File: config.mk
export PLATFORM = sky130hd
export DESIGN_NAME = rgba_unpremultiply
export DESIGN_NICKNAME = d
export VERILOG_FILES = /design/src/sv/rup_pkg.sv /design/src/sv/rgba_unpremultiply.sv
export VERILOG_INCLUDE_DIRS = /design/src /design/src/sv
export SDC_FILE = /design/constraint.sdc
export NUM_CORES = 1
export LEC_CHECK = 0
export ABC_CLOCK_PERIOD_IN_PS = 5100
export BUFFER_PORTS_ARGS = -buffer_cell sky130_fd_sc_hd__clkbuf_2
export CORE_UTILIZATION = 25
export CTS_BUF_LIST = sky130_fd_sc_hd__clkbuf_8
export CTS_CLUSTER_DIAMETER = 80
export DETAILED_ROUTE_END_ITERATION = 16
export HOLD_SLACK_MARGIN = 0.1
export PLACE_DENSITY = 0.49
export SLEW_MARGIN = 10
export SYNTH_ARGS = -nofsm -noshare
export SYNTH_HDL_FRONTEND = slang
export SYNTH_SLANG_ARGS = --single-unit
export TNS_END_PERCENT = 100
File: constraint.sdc
create_clock -name clk_i -period 5.1 [get_ports clk_i]
set_input_delay 0.51 -clock clk_i [delete_from_list [all_inputs] [get_ports clk_i]]
set_output_delay 0.51 -clock clk_i [all_outputs]
set_load 0.01 [all_outputs]
File: src/sv/rgba_unpremultiply_defines.svh
// Assertion macros shared by the rgba_unpremultiply RTL.
// Include by bare file name; expects clk_i and rst_ni in scope.
`ifndef RGBA_UNPREMULTIPLY_DEFINES_SVH
`define RGBA_UNPREMULTIPLY_DEFINES_SVH

// Check on every rising edge outside reset.
`define RUP_ASSERT(label, prop, msg) \
  label: assert property (@(posedge clk_i) disable iff (!rst_ni) (prop)) else $error(msg);

// Check on every rising edge, also while reset is held.
`define RUP_ASSERT_ALWAYS(label, prop, msg) \
  label: assert property (@(posedge clk_i) (prop)) else $error(msg);

`endif

File: src/sv/rup_pkg.sv
`timescale 1ns / 1ps
// Constants and the channel scaling function for rgba_unpremultiply.
// No dependencies.
package rup_pkg;

  localparam int unsigned CHAN_W       = 8;
  localparam int unsigned SCALE_W      = 16;
  localparam int unsigned PROD_W       = CHAN_W + SCALE_W;
  localparam int unsigned ALPHA_LEVELS = 1 << CHAN_W;
  localparam int unsigned FULL_SCALE   = 255 * 256;
  localparam int unsigned ROUND_HALF   = 128;
  localparam int unsigned FRAC_BITS    = 8;
  localparam int unsigned APB_DATA_W   = 32;
  localparam int unsigned APB_ADDR_W   = 3;

  localparam logic [CHAN_W-1:0] CHAN_MAX  = 8'd255;
  localparam logic [CHAN_W-1:0] CHAN_ZERO = 8'd0;

  // Register index codes
  localparam logic [0:0] REG_SRC_PREMULT = 1'b0;

  // Scale one colour byte by the reciprocal, round and saturate.
  function automatic logic [CHAN_W-1:0] chan_scale(input logic [CHAN_W-1:0]  c,
                                                   input logic [SCALE_W-1:0] s);
    logic [PROD_W-1:0] prod;
    logic [PROD_W-1:0] rnd;
    logic [PROD_W-1:0] shifted;
    prod    = PROD_W'(c) * PROD_W'(s);
    rnd     = prod + PROD_W'(ROUND_HALF);
    shifted = rnd >> FRAC_BITS;
    if (shifted > PROD_W'(CHAN_MAX)) begin
      chan_scale = CHAN_MAX;
    end else begin
      chan_scale = shifted[CHAN_W-1:0];
    end
  endfunction

endpackage

File: src/sv/rgba_unpremultiply.sv
`timescale 1ns / 1ps
// Top level of the RGBA unpremultiply pipeline with its APB mode register.
// Depends on rup_pkg and rgba_unpremultiply_defines.svh.
//
//  channel  signals                               direction  width
//  -------  ------------------------------------  ---------  ---------------
//  in       in_valid_i/in_ready_o, r/g/b/a _in_i   sink       4 x 8 bits
//  out      out_valid_o/out_ready_i, r/g/b/a _out_o source    4 x 8 bits
//  apb      psel/penable/pwrite/paddr/pwdata/prdata  slave    32-bit data
//
// One pixel per clock sustained while out_ready_i stays high; a result passes the stage 1 and
// stage 2 registers before out_valid_o rises and its transaction can complete.
// Stage 1 reads the reciprocal ROM (256 x 16, registered read) addressed by alpha.
// Stage 2 holds three 8x16 multipliers, rounding and saturation, then the output register.
// Reset empties both stages and sets source_premultiplied to 1; no clearing pass.
// A stall at the output holds stage 2; stage 1 still fills, then input ready drops.
`include "rgba_unpremultiply_defines.svh"

module rgba_unpremultiply (
  input  logic                             clk_i,
  input  logic                             rst_ni,
  // pixel input
  input  logic                             in_valid_i,
  output logic                             in_ready_o,
  input  logic [rup_pkg::CHAN_W-1:0]       red_in_i,
  input  logic [rup_pkg::CHAN_W-1:0]       green_in_i,
  input  logic [rup_pkg::CHAN_W-1:0]       blue_in_i,
  input  logic [rup_pkg::CHAN_W-1:0]       alpha_in_i,
  // pixel output
  output logic                             out_valid_o,
  input  logic                             out_ready_i,
  output logic [rup_pkg::CHAN_W-1:0]       red_out_o,
  output logic [rup_pkg::CHAN_W-1:0]       green_out_o,
  output logic [rup_pkg::CHAN_W-1:0]       blue_out_o,
  output logic [rup_pkg::CHAN_W-1:0]       alpha_out_o,
  // configuration
  input  logic                             psel,
  input  logic                             penable,
  input  logic                             pwrite,
  input  logic [rup_pkg::APB_ADDR_W-1:0]   paddr,
  input  logic [rup_pkg::APB_DATA_W-1:0]   pwdata,
  output logic [rup_pkg::APB_DATA_W-1:0]   prdata,
  output logic                             pready
);

  localparam int unsigned ScaleW = rup_pkg::SCALE_W;
  localparam int unsigned ChanW  = rup_pkg::CHAN_W;

  // ---------------------------------------------------------------------------
  // Mode register
  // ---------------------------------------------------------------------------
  logic       premult_q, premult_d;
  logic [0:0] reg_idx;
  logic       cfg_wr;

  assign pready  = 1'b1;
  assign reg_idx = paddr[rup_pkg::APB_ADDR_W-1:2];
  assign cfg_wr  = psel && penable && pwrite && pready;

  always_comb begin
    premult_d = premult_q;
    if (cfg_wr && (reg_idx == rup_pkg::REG_SRC_PREMULT)) begin
      premult_d = pwdata[0];
    end
  end

  always_ff @(posedge clk_i or negedge rst_ni) begin
    if (!rst_ni) begin
      premult_q <= 1'b1;
    end else begin
      premult_q <= premult_d;
    end
  end

  always_comb begin
    prdata = '0;
    if (reg_idx == rup_pkg::REG_SRC_PREMULT) begin
      prdata[0] = premult_q;
    end
  end

  // ---------------------------------------------------------------------------
  // Reciprocal ROM: entry a holds floor(65280 / a), entry 0 unused
  // ---------------------------------------------------------------------------
  logic [ScaleW-1:0] scale_rom [rup_pkg::ALPHA_LEVELS];

  for (genvar g = 0; g < rup_pkg::ALPHA_LEVELS; g++) begin : g_rom
    localparam int unsigned Div = (g == 0) ? 1 : g;
    localparam int unsigned Val = (g == 0) ? 0 : (rup_pkg::FULL_SCALE / Div);
    assign scale_rom[g] = ScaleW'(Val);
  end

  // ---------------------------------------------------------------------------
  // Pipeline control
  // ---------------------------------------------------------------------------
  logic s1_valid_q, s1_valid_d;
  logic s2_valid_q, s2_valid_d;
  logic in_acc, s2_load;

  assign out_valid_o = s2_valid_q;
  assign s2_load     = s1_valid_q && (!s2_valid_q || out_ready_i);
  assign in_ready_o  = !s1_valid_q || s2_load;
  assign in_acc      = in_valid_i && in_ready_o;

  always_comb begin
    s1_valid_d = s1_valid_q;
    s2_valid_d = s2_valid_q;
    if (in_acc) begin
      s1_valid_d = 1'b1;
    end else if (s2_load) begin
      s1_valid_d = 1'b0;
    end
    if (s2_load) begin
      s2_valid_d = 1'b1;
    end else if (out_ready_i) begin
      s2_valid_d = 1'b0;
    end
  end

  always_ff @(posedge clk_i or negedge rst_ni) begin
    if (!rst_ni) begin
      s1_valid_q <= 1'b0;
      s2_valid_q <= 1'b0;
    end else begin
      s1_valid_q <= s1_valid_d;
      s2_valid_q <= s2_valid_d;
    end
  end

  // ---------------------------------------------------------------------------
  // Stage 1: capture pixel and mode, registered ROM read
  // ---------------------------------------------------------------------------
  logic [ChanW-1:0]  s1_red_q, s1_green_q, s1_blue_q, s1_alpha_q;
  logic [ScaleW-1:0] s1_scale_q;
  logic              s1_premult_q;

  always_ff @(posedge clk_i) begin
    if (in_acc) begin
      s1_red_q     <= red_in_i;
      s1_green_q   <= green_in_i;
      s1_blue_q    <= blue_in_i;
      s1_alpha_q   <= alpha_in_i;
      s1_premult_q <= premult_q;
      s1_scale_q   <= scale_rom[alpha_in_i];
    end
  end

  // ---------------------------------------------------------------------------
  // Stage 2: scale, round, saturate, select special cases
  // ---------------------------------------------------------------------------
  logic [ChanW-1:0] red_d, green_d, blue_d, alpha_d;
  logic [ChanW-1:0] red_q, green_q, blue_q, alpha_q;

  always_comb begin
    alpha_d = s1_alpha_q;
    red_d   = s1_red_q;
    green_d = s1_green_q;
    blue_d  = s1_blue_q;
    if (s1_premult_q) begin
      if (s1_alpha_q == rup_pkg::CHAN_ZERO) begin
        red_d   = rup_pkg::CHAN_ZERO;
        green_d = rup_pkg::CHAN_ZERO;
        blue_d  = rup_pkg::CHAN_ZERO;
      end else if (s1_alpha_q != rup_pkg::CHAN_MAX) begin
        red_d   = rup_pkg::chan_scale(s1_red_q, s1_scale_q);
        green_d = rup_pkg::chan_scale(s1_green_q, s1_scale_q);
        blue_d  = rup_pkg::chan_scale(s1_blue_q, s1_scale_q);
      end
    end
  end

  always_ff @(posedge clk_i) begin
    if (s2_load) begin
      red_q   <= red_d;
      green_q <= green_d;
      blue_q  <= blue_d;
      alpha_q <= alpha_d;
    end
  end

  assign red_out_o   = red_q;
  assign green_out_o = green_q;
  assign blue_out_o  = blue_q;
  assign alpha_out_o = alpha_q;

  // ---------------------------------------------------------------------------
  // Assertions
  // ---------------------------------------------------------------------------
  logic conv_zero, conv_mid, scale_ok, rgb_zero, s2_pass;

  assign conv_zero = s1_premult_q && (s1_alpha_q == rup_pkg::CHAN_ZERO);
  assign conv_mid  = s1_premult_q && (s1_alpha_q != rup_pkg::CHAN_ZERO) &&
                     (s1_alpha_q != rup_pkg::CHAN_MAX);
  assign scale_ok  = (s1_scale_q > ScaleW'(256)) &&
                     (s1_scale_q <= ScaleW'(rup_pkg::FULL_SCALE));
  assign rgb_zero  = (red_q == rup_pkg::CHAN_ZERO) && (green_q == rup_pkg::CHAN_ZERO) &&
                     (blue_q == rup_pkg::CHAN_ZERO);
  assign s2_pass   = s2_load && !s1_premult_q;

  `RUP_ASSERT(a_accept_fills_s1, in_acc |=> s1_valid_q, "accepted pixel lost in stage 1")
  `RUP_ASSERT(a_scale_range, s1_valid_q && conv_mid |-> scale_ok, "reciprocal out of range")
  `RUP_ASSERT(a_zero_alpha, s2_load && conv_zero |=> rgb_zero, "zero alpha pixel not cleared")
  `RUP_ASSERT(a_pass_through, s2_pass |=> red_q == $past(s1_red_q), "pass-through altered")
  `RUP_ASSERT_ALWAYS(a_reset_empty, !rst_ni |-> !s1_valid_q && !s2_valid_q, "not empty in reset")

endmodule
==> summary.txt, run 1 <==
Status: complete, but fails checks
Failing checks: setup timing
Comb power frac: 86.2%
GPL Wtd Cong: 0.909
Final min period: 5.43 ns
Sink Count: 84
Clock tree buffer depth: 2
Hold Crit Depth: 1
Initial antenna violation count: 0
Prevailing post-synth register cell: edfxtp_1
Final Max Tran Viols: 0
Area grow syn2layout: 23.6%
WP data required: 5.29 ns
GR Overflow Total: 0
Fin cells: 3289
Routed via count: 15.3k
Syn. warnings: 0
TritonCTS clock tree: done
Port buffer count: 75
Net Sw Power: 5120 uW
Crit Path Class: flip-flop to flip-flop
Seq/Total Area, Yosys: 13.8%
Ports: 141
Pre-antenna DRT Iters: 8
Top post-synthesis cells by area: fa_1 (27%), edfxtp_1 (13%), ha_1 (12%)
Fin util: 31.3%
Mapped cell area: 18200 sq um
Pre-CTS setup slack: -0.541 ns
Clock root buffer: clkbuf_8
DR WL/cell: 16.8 um
Max Cap Viol: 0
Most frequent cells after synthesis: inv_1 (360), and2_1 (301), fa_1 (249)
Die Span X: 272 um
Min Hold Slack: 0.191 ns
Worst-path clk slew: 0.16 ns
Power share of the sequential group: 8.3%
Core area: 71700 sq um
Synth unique cells: 77
Least-Margin Pin Slew: 0.869 ns
DR iter-0 viols: 1135
Cell with the most instances after synthesis: inv_1
RSZ-0062 raised after global routing: yes
Synth Register Bits: 84
Routed WL: 55300 um
Vias/cell: 4.65
Leak pwr: 0.0103 uW
Die area: 73900 sq um
Endpoint class of the critical path: flip-flop
Drt drc: 0
R2R depth: 20
Detailed Place HPWL: 41600 um
M2 GR Usage: 25.9%
Setup TNS Final: -5.86 ns
Layout cells sized above 1: 22.0%
H-Tree Level Count: 3
Normalized max-slew margin: 42.1%
Final setup margin: -0.328 ns
Final Skew: 0.0514 ns
Hold endpoint: s1_green_q[4]
Hold crit path type: input port to flip-flop
Power Density: 467 nW/um^2
Post-synth EDFFs: 81
GRT met3 Usage: 2.60%
Die Span Y: 272 um
Startpoint Class: flip-flop
Initial Utilization: 25.4%
Detail Route Antenna Nets: 0
Largest net degree at the start of global routing: 85
Synth top area share: 27.4%
Crit share post-route: 106%
Placed insts: 3219
CP max FO: 6
Number of global-route vias before repair: 16.4k
Gate Count Post-Synth: 2109
Worst R2R Setup Slack: -0.33 ns
Dominant cell type by area after synthesis: fa_1
Global-route wire length before repair: 90600 um
Switch share: 48.7%
Met1 Use GR: 20.8%
Asr flop ratio synth: 3.57%
Setup violations, final: 24
Row cnt: 98
Nets: 2830
Max rail drop VDD: 0.337 mV
Worst R2R End: blue_out_o[1]
Hold_sp: green_in_i[4]
Power Internal: 5390 uW
Grt peak-use layer: met2
Fin. Hold Viols: 0
Fmax: 0.184 GHz
Clk_lat worst skew: 0.48 ns
GR Util All Layers: 15.5%
R2R Path Start: s1_scale_q[8]
Clock share of power: 5.5%
Syn Area/Cell: 8.63 sq um
CTS Buf Count: 9
Arr. time, crit path: 5.62 ns
state kept, by name, summed over array words and instances, names as in the netlist:
signal        cells
alpha_d           8
s1_valid_q        1
s1_blue_q         8
green_out_o       8
red_out_o         8
out_valid_o       1
s1_scale_q       16
s1_green_q        8
alpha_out_o       8
s1_red_q          8
s1_premult_q      1
premult_q         1
blue_out_o        8
worst max-delay path by stage:
stage / startpoint / endpoint / cells after the start
final: s1_scale_q[8] / blue_out_o[1] / 20
after global placement: s1_blue_q[3] / blue_out_o[6] / 18
after global routing: s1_scale_q[8] / green_out_o[7] / 18
after floorplan: s1_blue_q[2] / blue_out_o[6] / 17
after detailed placement: s1_blue_q[3] / blue_out_o[2] / 18
after CTS: s1_scale_q[9] / blue_out_o[1] / 19
stage by stage:
stage,cell area [sq um],total power (uW)
after global placement,20900,8290
after floorplan,18300,5600
after detailed placement,20900,8350
final,22500,10500
after CTS,22200,10200
after global routing,22500,11600
routing by layer:
layer,share of wire [%],up-vias
met2,48,425
met4,1.6,0
li1,-,7218
met1,46,7608
met3,5.4,50
met5,0,-
placed cells by master, fill, tap and decap left out, types with 6 or more instances in the layout:
cell type  instances
inv_1            342
and2_1           282
fa_1             241
buf_4            203
nand2_1          156
ha_1             149
o21ai_0          100
a21oi_1           89
edfxtp_1          81
nor2_1            76
clkbuf_2          74
buf_6             34
conb_1            32
a21oi_2           29
ha_4              24
nor3_1            21
a211oi_1          21
a31oi_1           20
a21o_1            19
nand3_1           18
inv_2             18
xnor2_1           18
xor2_1            18
buf_12            18
o211ai_1          17
and2_4            17
nand4_1           12
nand2b_1          11
nor2b_1           10
and3_1             9
or3_1              9
clkbuf_8           9
a311oi_1           8
fa_2               8
mux4_2             7
or2_2              6
o21a_1             6
critical path: stages (launching register included):
cell,delay [ns]
edfxtp_1,0.53
buf_12,0.16
buf_8,0.12
nand2_1,0.07
fa_1,0.52
inv_2,0.04
fa_1,0.49
fa_1,0.57
inv_2,0.04
fa_1,0.52
inv_2,0.05
ha_4,0.16
a21oi_2,0.17
o21ai_2,0.10
a21oi_4,0.17
or3_4,0.15
a41oi_2,0.12
or4_4,0.51
a2111oi_4,0.38
buf_4,0.22
a21oi_2,0.06
cells by family after synthesis:
| family | Yosys count | synth area share (%) |
|---|---|---|
| flops | 84 | 13.8 |
| compound gates | 382 | 13.3 |
| fa+ha+maj | 424 | 39.4 |
| other cells | 2 | 0.0413 |
| simple gates | 651 | 19.0 |
| xor+xnor | 38 | 1.83 |
| buf+inv | 513 | 11.3 |
| mux | 15 | 1.33 |
area by class of cell:
cell class / instances / area (sq um)
fillers: 7601 / 49200
multi-input cells: 1542 / 14500
repair buffers: 333 / 2680
flip-flops and latches: 84 / 2510
inverters: 362 / 1360
well taps: 950 / 1190
clock buffers: 9 / 124
clock inverters: 7 / 76.3
diodes: 2 / 5.00
power by group through the flow:
stage	combinational (uW)	sequential (uW)	clock, uW
floorplan	4710	892	0
global placement	7390	903	0
detailed placement	7450	904	0
CTS	8740	881	621
global route	10100	884	633
finish	9060	876	574
timing repair:
| action | 4_1_cts | 5_1_grt |
|---|---|---|
| resized for setup | 147 | 52 |
| endpoints found under the setup margin | 24 | 24 |
| hold endpoints to repair | 3 | 0 |
| buffers inserted | 43 | 13 |
| pin swaps | 100 | 54 |
| hold buffers | 1 | 0 |
(Power assumes the default switching activity.)
==> run 2, diff against run 1 <==
--- a/config.mk
+++ b/config.mk
@@ -9,11 +9,12 @@
 export ABC_CLOCK_PERIOD_IN_PS = 5100
 export BUFFER_PORTS_ARGS = -buffer_cell sky130_fd_sc_hd__clkbuf_2
 export CORE_UTILIZATION = 25
-export CTS_BUF_LIST = sky130_fd_sc_hd__clkbuf_8
+export CTS_BUF_LIST = sky130_fd_sc_hd__clkbuf_2
 export CTS_CLUSTER_DIAMETER = 80
 export DETAILED_ROUTE_END_ITERATION = 16
 export HOLD_SLACK_MARGIN = 0.1
-export PLACE_DENSITY = 0.49
+export PLACE_DENSITY = 0.48
+export SKIP_LAST_GASP = 1
 export SLEW_MARGIN = 10
 export SYNTH_ARGS = -nofsm -noshare
 export SYNTH_HDL_FRONTEND = slang
==> run 2 against run 1 <==
Net effect: the run still ends with setup timing left; total power increased by 2.4%; via count is 0.59% higher; die area unchanged; register-to-register slack gained 0.06 ns; sequential share of layout area down 0.20 points; routed wire length is 0.13% higher; setup slack better by 0.058 ns; combinational power rose by 4.5%; largest power group unchanged; highest routed layer unchanged.
==> summary.txt, run 2 (synthesis gave the netlist of run 1 again) <==
CTS Buf Count: 9 (unchanged)
H-Tree Level Count: 3 (unchanged)
Fin. Hold Viols: 0 (unchanged)
Comb power frac: 88.0% (+1.8 points)
Placed insts: 3238 (+0.59%)
Drt drc: 0 (unchanged)
Max rail drop VDD: 0.285 mV (-15%)
Normalized max-slew margin: 27.0% (-15 points)
Arr. time, crit path: 5.97 ns (+0.35 ns)
Worst-path clk slew: 0.34 ns (+0.18 ns)
WP data required: 5.70 ns (+0.41 ns)
Vias/cell: 4.62 (-0.74%)
Leak pwr: 0.0105 uW (+1.7%)
Clock root buffer: clkbuf_2
Number of global-route vias before repair: 16.3k (-0.67%)
Final Skew: 0.0526 ns (+0.00120 ns)
RSZ-0062 raised after global routing: yes
Largest net degree at the start of global routing: 77 (-9.4%)
Endpoint class of the critical path: flip-flop
DR WL/cell: 16.6 um (-1.2%)
GR Overflow Total: 0 (unchanged)
Global-route wire length before repair: 89100 um (-1.6%)
Clock tree buffer depth: 2 (unchanged)
Crit Path Class: flip-flop to flip-flop
Most common cell after layout, fill and taps aside: inv_1
Fin cells: 3333 (+1.3%)
Fin util: 31.9% (+0.57 points)
Routed WL: 55400 um (+0.13%)
Port buffer count: 75 (unchanged)
Startpoint Class: flip-flop
Nets: 2872 (+1.5%)
Pre-CTS setup slack: -0.469 ns (+0.0722 ns)
Initial Utilization: 25.4% (unchanged)
GPL Wtd Cong: 0.923 (+1.5%)
Failing checks: setup timing
Initial antenna violation count: 3 (+3)
Sink Count: 84 (unchanged)
Routed via count: 15.4k (+0.59%)
Power Density: 470 nW/um^2 (+0.55%)
Die Span Y: 272 um (unchanged)
Final Max Tran Viols: 0 (unchanged)
Power Internal: 5470 uW (+1.5%)
Switch share: 49.1% (+0.43 points)
Hold crit path type: input port to flip-flop
Reg with most FFs: s1_scale_q
Detailed Place HPWL: 41800 um (+0.61%)
Power share of the sequential group: 8.1% (-0.2 points)
Status: complete, but fails checks
CP max FO: 8 (+2)
Design Power: 10800 uW (+2.4%)
Max Cap Viol: 0 (unchanged)
Largest register FFs: 16 (unchanged)
Commonest cells after routing, fill and taps aside: inv_1 (332), and2_1 (277), fa_1 (240)
Least-Margin Pin Slew: 1.09 ns (+0.226 ns)
DR iter-0 viols: 1005 (-11%)
Area grow syn2layout: 25.8%
Ports: 141 (unchanged)
Core area: 71700 sq um (unchanged)
Pre-antenna DRT Iters: 5 (-3)
Layout cells sized above 1: 23.3% (+1.4 points)
Final min period: 5.37 ns (-0.0580 ns)
Die Span X: 272 um (unchanged)
Die area: 73900 sq um (unchanged)
Row cnt: 98 (unchanged)
Detail Route Antenna Nets: 0 (unchanged)
Net Sw Power: 5290 uW (+3.3%)
Min Hold Slack: 0.325 ns (+0.134 ns)
GR Util All Layers: 15.2% (-0.31 points)
TritonCTS clock tree: done
Clock share of power: 3.9% (-1.6 points)
Crit share post-route: 105% (-1.1 points)
Fmax: 0.186 GHz (+1.1%)
Final setup margin: -0.270 ns (+0.0580 ns)
Clk_lat worst skew: 0.82 ns (+0.34 ns)
Setup violations, final: 24 (unchanged)
run 2: cell types whose count changed in the layout (fill, tap and decap cells not counted), moves of 4 or more:
| cell | change |
|---|---|
| clkbuf_2 | +9 |
| inv_2 | +10 |
| a31oi_1 | -4 |
| and2_1 | -5 |
| and2_4 | +5 |
| nand2_1 | -5 |
| dlygate4sd3_1 | +33 |
| buf_4 | +13 |
| buf_6 | -6 |
| clkbuf_8 | -9 |
| inv_1 | -10 |
run 2: power by group through the flow:
stage / logic, uW / clock network (uW) / registers, uW
after floorplan: 4710 / 0 / 892
after global placement: 7510 / 0 / 898
after detailed placement: 7550 / 0 / 898
after CTS: 8730 / 477 / 877
after global routing: 10600 / 480 / 875
final: 9470 / 421 / 867
run 2: final timing paths:
kind                                    start              to  depth (start not counted)  slack [ns]
max in group asynchronous              rst_ni       premult_q                          3        4.31
worst max-delay path            s1_scale_q[8]   blue_out_o[6]                         20       -0.27
min in group asynchronous              rst_ni      s1_valid_q                          3        0.55
worst min register to register     alpha_d[4]  alpha_out_o[4]                          0        0.48
worst min-delay path            alpha_in_i[6]      alpha_d[6]                          1        0.33
worst max register to register  s1_scale_q[8]   blue_out_o[6]                         20       -0.27
run 2: layer usage:
| layer | global-route usage [%] | part of all wire, % |
|---|---|---|
| met1 | 21.1 | 47 |
| met2 | 25.0 | 47 |
| met3 | 2.09 | 4.7 |
| met4 | 2.99 | 1.7 |
| met5 | 0 | 0 |
run 2: critical path: stages (launching register included):
cell and delay (ns):
edfxtp_1 0.50, buf_6 0.16, buf_6 0.12, buf_4 0.14, and2_4 0.13, fa_1 0.54
fa_1 0.45, fa_1 0.50, inv_1 0.05, fa_1 0.51, inv_2 0.05, ha_4 0.23
a21oi_2 0.15, o21ai_2 0.09, a21oi_4 0.13, or3_4 0.16, a41oi_4 0.13, or4_4 0.55
a2111oi_4 0.31, buf_6 0.20, a21oi_2 0.07
run 2: repair_timing:
action / in CTS / in global routing
gates cloned: 0 / 2
setup endpoints to repair: 24 / 24
hold endpoints to repair: 33 / 0
hold buffers: 34 / 0
gates resized for setup: 122 / 108
buffers inserted: 23 / 22
pin swaps: 73 / 84
run 2: area by class of cell:
| type | instances | area, sq um |
|---|---|---|
| multi-input cells | 1542 | 14700 |
| clock inverters | 7 | 76.3 |
| well taps | 950 | 1190 |
| fillers | 7593 | 48800 |
| repair buffers | 375 | 3050 |
| inverters | 362 | 1360 |
| flip-flops and latches | 84 | 2510 |
| clock buffers | 9 | 45.0 |
| diodes | 4 | 10.0 |
run 2: stage by stage:
stage / area, sq um / setup TNS (ns)
floorplan: 18300 / 0
global placement: 21100 / -8.67
detailed placement: 21100 / -9.37
CTS: 22300 / -5.45
global route: 22900 / -9.34
finish: 22900 / -4.58
